`src/rtl/egcd_pkg.sv`:
```
// Shared constants, types and state codes for the extended gcd block.
package egcd_pkg;

  // Default operand width
  localparam int EGCD_DATA_WIDTH = 32;

  // Per-cycle status from the serial divider
  typedef struct packed {
    logic step;   // a quotient bit is produced this cycle
    logic qbit;   // the quotient bit, MSB first
    logic done;   // remainder is final, one-cycle pulse
  } div_stat_t;

  // Sequencer states, one-hot
  typedef enum logic [4:0] {
    S_IDLE = 5'b00001,
    S_LOOP = 5'b00010,
    S_DIV  = 5'b00100,
    S_MOD  = 5'b01000,
    S_FIX  = 5'b10000
  } state_t;

endpackage

```
`src/rtl/egcd_if.sv`:
```
// Valid/ready channel interfaces for operand words and result words.
interface egcd_in_if #(parameter int DW = egcd_pkg::EGCD_DATA_WIDTH);
  logic                 valid;
  logic                 ready;
  logic signed [DW-1:0] first_operand;
  logic signed [DW-1:0] second_operand;

  modport source(output valid, output first_operand, output second_operand, input ready);
  modport sink(input valid, input first_operand, input second_operand, output ready);
endinterface

interface egcd_out_if #(parameter int DW = egcd_pkg::EGCD_DATA_WIDTH);
  logic                 valid;
  logic                 ready;
  logic        [DW-2:0] gcd_value;
  logic signed [DW-1:0] coef_first;
  logic signed [DW-1:0] coef_second;
  logic signed [DW-1:0] inverse_value;
  logic                 has_inverse;

  modport source(output valid, output gcd_value, output coef_first, output coef_second,
                 output inverse_value, output has_inverse, input ready);
  modport sink(input valid, input gcd_value, input coef_first, input coef_second,
               input inverse_value, input has_inverse, output ready);
endinterface

```
`src/rtl/egcd_div.sv`:
```
// Bit-serial restoring divider: one quotient bit per cycle, MSB first.
module egcd_div #(
  parameter int MW = egcd_pkg::EGCD_DATA_WIDTH - 1
) (
  input  logic              clk,
  input  logic              rst_n,
  input  logic              start,
  input  logic [MW-1:0]     num,
  input  logic [MW-1:0]     den,
  output egcd_pkg::div_stat_t stat,
  output logic [MW-1:0]     rem
);
  import egcd_pkg::*;

  localparam int CW = $clog2(MW + 1);

  logic [MW-1:0] rem_r, rem_nxt;
  logic [MW-1:0] num_r, num_nxt;
  logic [MW-1:0] den_r, den_nxt;
  logic [CW-1:0] cnt_r, cnt_nxt;
  logic          busy_r, busy_nxt;
  logic          done_r, done_nxt;

  logic [MW:0]   shifted;
  logic [MW:0]   diff;
  logic          ge;

  // Shift in the next dividend bit and trial-subtract
  assign shifted = {rem_r, num_r[MW-1]};
  assign diff    = shifted - {1'b0, den_r};
  assign ge      = shifted >= {1'b0, den_r};

  always_comb begin
    rem_nxt  = rem_r;
    num_nxt  = num_r;
    den_nxt  = den_r;
    cnt_nxt  = cnt_r;
    busy_nxt = busy_r;
    done_nxt = 1'b0;
    if (start) begin
      rem_nxt  = '0;
      num_nxt  = num;
      den_nxt  = den;
      cnt_nxt  = CW'(MW);
      busy_nxt = 1'b1;
    end else if (busy_r) begin
      rem_nxt = ge ? diff[MW-1:0] : shifted[MW-1:0];
      num_nxt = {num_r[MW-2:0], 1'b0};
      cnt_nxt = cnt_r - CW'(1);
      if (cnt_r == CW'(1)) begin
        busy_nxt = 1'b0;
        done_nxt = 1'b1;
      end
    end
  end

  // Control
  always_ff @(posedge clk) begin
    if (!rst_n) begin
      busy_r <= 1'b0;
      done_r <= 1'b0;
      cnt_r  <= '0;
    end else begin
      busy_r <= busy_nxt;
      done_r <= done_nxt;
      cnt_r  <= cnt_nxt;
    end
  end

  // Datapath
  always_ff @(posedge clk) begin
    rem_r <= rem_nxt;
    num_r <= num_nxt;
    den_r <= den_nxt;
  end

  assign stat.step = busy_r;
  assign stat.qbit = ge;
  assign stat.done = done_r;
  assign rem       = rem_r;

  // Checks
  a_start_idle: assert property (@(posedge clk) disable iff (!rst_n)
    start |-> !busy_r)
    else $error("divider started while busy");
  a_done_after_busy: assert property (@(posedge clk) disable iff (!rst_n)
    done_r |-> $past(busy_r) && !busy_r)
    else $error("done without a finished pass");
  a_den_nonzero: assert property (@(posedge clk) disable iff (!rst_n)
    start |-> den != '0)
    else $error("divider started with zero divisor");

endmodule

```
`src/rtl/extended_gcd_modular_inverse.sv`:
```
// Top level: extended Euclid sequencer, continuants, sign fix-up and result register.
// Takes two signed operands and returns gcd(|a|,|b|), Bezout coefficients x, y with
// a*x + b*y = g, and the inverse of a modulo b (flagged) when g is 1 and b > 0; the
// most negative operand is treated as one above it. All work goes through a single
// bit-serial divider: each Euclid step is one divider pass yielding DATA_WIDTH-1 quotient
// bits, and the final reduction for the inverse is one more such pass, with setup and
// hand-off states around them. At DATA_WIDTH = 32 the worst case is 45 steps; in_ready
// is high only while idle, and a new word is taken while the previous result still
// waits on the output.
module extended_gcd_modular_inverse #(
  parameter int DATA_WIDTH = egcd_pkg::EGCD_DATA_WIDTH
) (
  input  logic clk,
  input  logic rst_n,
  egcd_in_if.sink    in_if,
  egcd_out_if.source out_if
);
  import egcd_pkg::*;

  localparam int DW = DATA_WIDTH;
  localparam int MW = DATA_WIDTH - 1;

  state_t        state_r, state_nxt;
  logic [MW-1:0] ra_r, ra_nxt;
  logic [MW-1:0] rb_r, rb_nxt;
  logic [MW-1:0] pc_r, pc_nxt;
  logic [MW-1:0] pp_r, pp_nxt;
  logic [MW-1:0] qc_r, qc_nxt;
  logic [MW-1:0] qp_r, qp_nxt;
  logic [MW-1:0] tp_r, tp_nxt;
  logic [MW-1:0] tq_r, tq_nxt;
  logic [MW-1:0] bmag_r, bmag_nxt;
  logic [MW-1:0] inv_r, inv_nxt;
  logic          odd_r, odd_nxt;
  logic          na_r, na_nxt;
  logic          nb_r, nb_nxt;
  logic          bpos_r, bpos_nxt;
  logic          flag_r, flag_nxt;

  logic          out_valid_r, out_valid_nxt;
  logic [MW-1:0] out_gcd_r, out_gcd_nxt;
  logic [DW-1:0] out_cf_r, out_cf_nxt;
  logic [DW-1:0] out_cs_r, out_cs_nxt;
  logic [DW-1:0] out_inv_r, out_inv_nxt;
  logic          out_flag_r, out_flag_nxt;

  logic [DW-1:0] a_raw, b_raw, a_neg, b_neg;
  logic [MW-1:0] a_mag, b_mag;
  logic          in_take, out_load;
  logic          xneg, yneg;
  logic [DW-1:0] qp_ext, pp_ext;

  logic          div_start;
  logic [MW-1:0] div_num, div_den, div_rem;
  div_stat_t     div_stat;

  // Operand magnitudes, most negative pattern saturated
  assign a_raw = in_if.first_operand;
  assign b_raw = in_if.second_operand;
  assign a_neg = ~a_raw + DW'(1);
  assign b_neg = ~b_raw + DW'(1);
  assign a_mag = !a_raw[DW-1] ? a_raw[MW-1:0] :
                 (a_neg[DW-1] ? {MW{1'b1}} : a_neg[MW-1:0]);
  assign b_mag = !b_raw[DW-1] ? b_raw[MW-1:0] :
                 (b_neg[DW-1] ? {MW{1'b1}} : b_neg[MW-1:0]);

  assign in_take  = in_if.valid && (state_r == S_IDLE);
  assign out_load = (state_r == S_FIX) && (!out_valid_r || out_if.ready);

  // Coefficient signs from step parity and operand signs
  assign xneg   = (na_r != odd_r) && (qp_r != '0);
  assign yneg   = (nb_r == odd_r) && (pp_r != '0);
  assign qp_ext = {1'b0, qp_r};
  assign pp_ext = {1'b0, pp_r};

  // Divider operands: Euclid step or final reduction of x modulo b
  assign div_start = (state_r == S_LOOP) && ((rb_r != '0) || (ra_r == MW'(1) && bpos_r));
  assign div_num   = (rb_r != '0) ? ra_r : qp_r;
  assign div_den   = (rb_r != '0) ? rb_r : bmag_r;

  egcd_div #(.MW(MW)) u_div (
    .clk   (clk),
    .rst_n (rst_n),
    .start (div_start),
    .num   (div_num),
    .den   (div_den),
    .stat  (div_stat),
    .rem   (div_rem)
  );

  // Sequencer and continuant datapath
  always_comb begin
    state_nxt     = state_r;
    ra_nxt        = ra_r;
    rb_nxt        = rb_r;
    pc_nxt        = pc_r;
    pp_nxt        = pp_r;
    qc_nxt        = qc_r;
    qp_nxt        = qp_r;
    tp_nxt        = tp_r;
    tq_nxt        = tq_r;
    bmag_nxt      = bmag_r;
    inv_nxt       = inv_r;
    odd_nxt       = odd_r;
    na_nxt        = na_r;
    nb_nxt        = nb_r;
    bpos_nxt      = bpos_r;
    flag_nxt      = flag_r;
    out_valid_nxt = out_valid_r && !out_if.ready;
    out_gcd_nxt   = out_gcd_r;
    out_cf_nxt    = out_cf_r;
    out_cs_nxt    = out_cs_r;
    out_inv_nxt   = out_inv_r;
    out_flag_nxt  = out_flag_r;

    unique case (state_r)
      S_IDLE: begin
        if (in_take) begin
          ra_nxt    = a_mag;
          rb_nxt    = b_mag;
          bmag_nxt  = b_mag;
          na_nxt    = a_raw[DW-1];
          nb_nxt    = b_raw[DW-1];
          bpos_nxt  = !b_raw[DW-1] && (b_raw != '0);
          pc_nxt    = MW'(1);
          pp_nxt    = '0;
          qc_nxt    = '0;
          qp_nxt    = MW'(1);
          odd_nxt   = 1'b0;
          state_nxt = S_LOOP;
        end
      end
      S_LOOP: begin
        tp_nxt = '0;
        tq_nxt = '0;
        if (rb_r != '0) begin
          state_nxt = S_DIV;
        end else begin
          flag_nxt  = (ra_r == MW'(1)) && bpos_r;
          state_nxt = div_start ? S_MOD : S_FIX;
        end
      end
      S_DIV: begin
        if (div_stat.done) begin
          // next continuants: cur*q + prev
          ra_nxt    = rb_r;
          rb_nxt    = div_rem;
          pc_nxt    = tp_r + pp_r;
          pp_nxt    = pc_r;
          qc_nxt    = tq_r + qp_r;
          qp_nxt    = qc_r;
          odd_nxt   = !odd_r;
          state_nxt = S_LOOP;
        end else if (div_stat.step) begin
          // Horner accumulation of cur*q, one quotient bit a cycle
          tp_nxt = {tp_r[MW-2:0], 1'b0} + (div_stat.qbit ? pc_r : '0);
          tq_nxt = {tq_r[MW-2:0], 1'b0} + (div_stat.qbit ? qc_r : '0);
        end
      end
      S_MOD: begin
        if (div_stat.done) begin
          inv_nxt   = (xneg && div_rem != '0) ? (bmag_r - div_rem) : div_rem;
          state_nxt = S_FIX;
        end
      end
      S_FIX: begin
        if (out_load) begin
          out_valid_nxt = 1'b1;
          out_gcd_nxt   = ra_r;
          out_cf_nxt    = xneg ? (~qp_ext + DW'(1)) : qp_ext;
          out_cs_nxt    = yneg ? (~pp_ext + DW'(1)) : pp_ext;
          out_inv_nxt   = flag_r ? {1'b0, inv_r} : {DW{1'b1}};
          out_flag_nxt  = flag_r;
          state_nxt     = S_IDLE;
        end
      end
      default: state_nxt = S_IDLE;
    endcase
  end

  // Control
  always_ff @(posedge clk) begin
    if (!rst_n) begin
      state_r     <= S_IDLE;
      out_valid_r <= 1'b0;
    end else begin
      state_r     <= state_nxt;
      out_valid_r <= out_valid_nxt;
    end
  end

  // Datapath and result word
  always_ff @(posedge clk) begin
    ra_r       <= ra_nxt;
    rb_r       <= rb_nxt;
    pc_r       <= pc_nxt;
    pp_r       <= pp_nxt;
    qc_r       <= qc_nxt;
    qp_r       <= qp_nxt;
    tp_r       <= tp_nxt;
    tq_r       <= tq_nxt;
    bmag_r     <= bmag_nxt;
    inv_r      <= inv_nxt;
    odd_r      <= odd_nxt;
    na_r       <= na_nxt;
    nb_r       <= nb_nxt;
    bpos_r     <= bpos_nxt;
    flag_r     <= flag_nxt;
    out_gcd_r  <= out_gcd_nxt;
    out_cf_r   <= out_cf_nxt;
    out_cs_r   <= out_cs_nxt;
    out_inv_r  <= out_inv_nxt;
    out_flag_r <= out_flag_nxt;
  end

  assign in_if.ready          = (state_r == S_IDLE);
  assign out_if.valid         = out_valid_r;
  assign out_if.gcd_value     = out_gcd_r;
  assign out_if.coef_first    = out_cf_r;
  assign out_if.coef_second   = out_cs_r;
  assign out_if.inverse_value = out_inv_r;
  assign out_if.has_inverse   = out_flag_r;

  // Checks
  a_done_in_div: assert property (@(posedge clk) disable iff (!rst_n)
    div_stat.done |-> (state_r == S_DIV || state_r == S_MOD))
    else $error("divider finished outside a division state");
  a_load_valid: assert property (@(posedge clk) disable iff (!rst_n)
    out_load |=> out_valid_r)
    else $error("result word lost on load");
  a_flag_gcd: assert property (@(posedge clk) disable iff (!rst_n)
    (out_valid_r && out_flag_r) |-> (out_gcd_r == MW'(1)))
    else $error("inverse flagged with gcd other than one");
  a_noflag_inv: assert property (@(posedge clk) disable iff (!rst_n)
    (out_valid_r && !out_flag_r) |-> (out_inv_r == {DW{1'b1}}))
    else $error("missing inverse not reported as minus one");

endmodule
```
`src/flat_wrapper.sv`:
```
// flat-port wrapper written by rule: the top's interface ports become plain ports
module extended_gcd_modular_inverse_flat import egcd_pkg::*;
#(
  parameter int DATA_WIDTH = egcd_pkg::EGCD_DATA_WIDTH
)
  (clk, rst_n, in_if_valid, in_if_first_operand, in_if_second_operand, in_if_ready, out_if_valid, out_if_gcd_value, out_if_coef_first, out_if_coef_second, out_if_inverse_value, out_if_has_inverse, out_if_ready);
  egcd_in_if in_if_i ();
  egcd_out_if out_if_i ();
  input  logic clk;
  input  logic rst_n;
  input wire logic [$bits(in_if_i.valid)-1:0] in_if_valid;
  input wire logic [$bits(in_if_i.first_operand)-1:0] in_if_first_operand;
  input wire logic [$bits(in_if_i.second_operand)-1:0] in_if_second_operand;
  output wire logic [$bits(in_if_i.ready)-1:0] in_if_ready;
  output wire logic [$bits(out_if_i.valid)-1:0] out_if_valid;
  output wire logic [$bits(out_if_i.gcd_value)-1:0] out_if_gcd_value;
  output wire logic [$bits(out_if_i.coef_first)-1:0] out_if_coef_first;
  output wire logic [$bits(out_if_i.coef_second)-1:0] out_if_coef_second;
  output wire logic [$bits(out_if_i.inverse_value)-1:0] out_if_inverse_value;
  output wire logic [$bits(out_if_i.has_inverse)-1:0] out_if_has_inverse;
  input wire logic [$bits(out_if_i.ready)-1:0] out_if_ready;
  assign in_if_i.valid = in_if_valid;
  assign in_if_i.first_operand = in_if_first_operand;
  assign in_if_i.second_operand = in_if_second_operand;
  assign in_if_ready = in_if_i.ready;
  assign out_if_valid = out_if_i.valid;
  assign out_if_gcd_value = out_if_i.gcd_value;
  assign out_if_coef_first = out_if_i.coef_first;
  assign out_if_coef_second = out_if_i.coef_second;
  assign out_if_inverse_value = out_if_i.inverse_value;
  assign out_if_has_inverse = out_if_i.has_inverse;
  assign out_if_i.ready = out_if_ready;
  extended_gcd_modular_inverse #(.DATA_WIDTH(DATA_WIDTH)) u_core (.clk(clk), .rst_n(rst_n), .in_if(in_if_i), .out_if(out_if_i));
endmodule
```
`config.mk`:
```
export PLATFORM = sky130hd
export DESIGN_NAME = extended_gcd_modular_inverse_flat
export DESIGN_NICKNAME = d
export VERILOG_FILES = /design/src/rtl/egcd_pkg.sv /design/src/rtl/egcd_if.sv /design/src/rtl/egcd_div.sv /design/src/rtl/extended_gcd_modular_inverse.sv /design/src/flat_wrapper.sv
export SDC_FILE = /design/constraint.sdc
export NUM_CORES = 1
export LEC_CHECK = 0
export BUFFER_PORTS_ARGS = -buffer_cell sky130_fd_sc_hd__clkbuf_2
export CAP_MARGIN = 20
export CORE_MARGIN = 5
export CORE_UTILIZATION = 55
export DETAILED_ROUTE_END_ITERATION = 8
export PLACE_DENSITY_LB_ADDON = 0.2
export SYNTH_ARGS = -nofsm -noshare
export SYNTH_HDL_FRONTEND = slang
export SYNTH_HIERARCHICAL = 1
export SYNTH_SLANG_ARGS = --single-unit
```
`constraint.sdc`:
```
create_clock -name clk -period 38.4 [get_ports clk]
set_input_delay 7.68 -clock clk [delete_from_list [all_inputs] [get_ports clk]]
set_output_delay 7.68 -clock clk [all_outputs]
set_load 0.05 [all_outputs]
```
==> qor.yml <==
power_and_ir_drop:
  pwr-share-comb_pct: 41.6
  powerDensity_nw_per_um2: 69.97
  p_switching_w: 0.001017
  p_clk_share_pct: 22.1
  peakVddDrop_v: 0.00004795
  pwr-share-seq_pct: 36.3
  switching_share_pct: 39.56
  power.internal_w: 0.001553
  p_leak_nw: 14.64
  finalPower_w: 0.002570
run_status:
  status: "finished, final reports clean"
detailed_routing:
  avgViaCountPerCell: 6.215
  avgRoutedWirePerCell_um: 22.21
  routed_wl_mm: 93.36
  drc: 0
  drt_first_pass_iters: 5
  drtIter0Drc: 2681
  ant_nets: 0
  vias: 26130
final_layout:
  fillers: 4920
  fin_area_sq_um: 36730
  layout.nets: 3624
  area_growth_pct: 11.04
  ff_latch_area_sq_um: 16050
  final_cells: 4204
  drive_gt1_share_pct: 12.17
  multi_input_comb_area_sq_um: 16050
yosys:
  synthCells: 3211
  async_reset_ff_share_pct: 0
  synth_top_cells_by_count: "505 x edfxtp_1, 298 x nor2_1, 240 x nand2_1, 216 x a21oi_1, 185 x ha_1"
  syn-num-nets: 3470
  synth_top_cells_by_area: "edfxtp_1 46%, ha_1 7.0%, xnor2_1 3.8%, nor2_1 3.4%, a21oi_1 3.3%"
  ys_seq_area_share_pct: 48.51
  yosysUniqueCellTypes: 82
  synthFlopType: "edfxtp_1"
  synth_top_area_cell: "edfxtp_1"
  synth_seq_cells: 549
  synth.cell_area_sq_um: 33080
  synth_area_per_cell_sq_um: 10.30
  synthDominantCellAreaShare_pct: 45.84
  synth_enable_flop_cells: 505
  yosys_warnings: 6
  yosysMostFrequentCell: "edfxtp_1"
grt:
  use_met1_pct: 37.17
  antenna_found_initial: 19
  track_usage_pct: 27.73
  grt_pass1_wl_mm: 142.4
  grt_busiest_layer: "met2"
  grt_pass1_vias: 25210
  grt-ovfl-total: 0
  grt_use_met2_pct: 45.00
  use_met3_pct: 5.426
  grt_max_degree: 140
cts:
  clk_pin_slew_worst_paths_ns: 0.06
  hold_buffers: 0
  cts-resized-gates: 0
  cts_setup_buffers: 0
  cts_buffers: 61
  clk_path_buf_depth: 3
  clkSinkCount: 549
  root_buffer: "clkbuf_16"
  cts_tree: "built"
  clk_latency_ns: 0.64
  ctsHtreeMaxLevel: 2
setup_path:
  crit_type: "in2reg"
  cp_max_fo: 33
  cp.arrival_ns: 10.99
  end_kind: "flip-flop"
  reg2reg_setup_slack_ns: 31.55
  cp.required_ns: 38.86
  cp-start-kind: "primary input"
timing:
  rsz0062_at_grt: "false"
  max_slew_margin_pct: 24.41
  fin_crit_ns: 10.54
  worst_pin_slew_ns: 1.134
  finalHoldViolCount: 0
  post-route-period-util_pct: 27.44
  setup_tns_ns: 0
  fin_ws_ns: 27.86
  clock_skew_ns: 0.03585
  timing.fmax_mhz: 94.91
  setup_violations: 0
  slew_viol_final: 0
place:
  placed_area_sq_um: 34760
  dp_slack_ns: 27.30
  globalplace.congestion: 0.9530
  dp_hpwl_mm: 67.00
  port_buffers: 197
  post-place-cells: 4082
die:
  fp.dieArea_sq_um: 65150
  dieHeight_um: 255.2
  rows: 90
  coreArea_sq_um: 60020
  die_x_um: 255.2
  initial_utilization_pct: 55.11
  num_io_pins: 198
job:
  maxCapViolCount: 0
min_path:
  hp-class: "reg2reg"
## power groups by stage
stage | Sequential, W | Combinational, W | Clock [W]
finish | 0.000933 | 0.00107 | 0.000568
CTS | 0.000930 | 0.00105 | 0.000579
detailed placement | 0.000941 | 0.00104 | 0
floorplan | 0.000903 | 0.000813 | 0
global route | 0.000941 | 0.00117 | 0.000606
global placement | 0.000940 | 0.00102 | 0
## through the flow
step	utilization [%]	hold slack, ns
after detailed placement	57.91	0.4839
after CTS	61.10	0.4980
after global routing	61.18	0.5105
after floorplan	-	0.4372
after global placement	57.91	0.4841
final	61.20	0.4960
## final timing paths
path                                                        to  cells past startpoint                             start
setup / recovery                      u_core/rb_r[1]$_DFFE_PP_                     11           in_if_second_operand[3]
hold / removal    u_core/out_if.inverse_value[3]$_SDFFCE_PN1P_                      1         u_core/inv_r[3]$_DFFE_PP_
setup reg to reg                 u_core/tp_r[29]$_SDFFCE_PN0P_                     24  u_core/u_div/num_r[30]$_DFFE_PP_
hold reg to reg   u_core/out_if.inverse_value[3]$_SDFFCE_PN1P_                      1         u_core/inv_r[3]$_DFFE_PP_
## cell type report
cell class,instances,area share [%]
Antenna cell,11,0.07494
Inverter,140,1.431
Clock inverter,32,0.8278
Sequential cell,549,43.68
Multi-Input combinational cell,2392,43.68
Tap cell,782,2.664
Timing Repair Buffer,221,3.257
Clock buffer,77,4.377
## layout by cell type (no fill, tap or decap), types with 44 or more instances in the layout
master     count
edfxtp_1     505
nor2_1       296
nand2_1      239
a21oi_1      215
clkbuf_2     197
ha_1         185
o21ai_0      168
xnor2_1      143
and2_1       139
a21o_1       139
inv_1        138
xor2_1        99
mux2_2        71
clkbuf_16     62
nand2b_1      59
nor3_1        57
nand3_1       46
dfxtp_1       44
## routing by layer
metal,vias to the layer above,routed length (um)
met5,-,92
met4,14,3623
met3,227,7137
met2,1019,43260
met1,12750,39240
li1,12120,-
## cell families (layout without fill, tap and decap cells)
family,count (synthesis),after routing,share of synthesized area [%]
AND/OR/NAND/NOR,1057,1057,15.86
AO/OA/AOI/OAI,823,823,16.05
flip-flops,549,549,48.51
buffers and inverters,270,470,3.162
XOR/XNOR,242,242,6.407
adder cells (fa/ha/maj),191,191,7.361
multiplexers,79,79,2.659
other,0,11,0
## critical path, cell delays in order
cell	delay (ns)
clkbuf_2	0.11
nor4_1	0.61
nand3_1	0.49
or2_1	0.42
or4_4	0.48
nor3_1	0.28
nand3_1	0.12
buf_4	0.31
a31oi_1	0.27
nand2_1	0.07
o21ai_0	0.10
(Power assumes the default switching activity.)
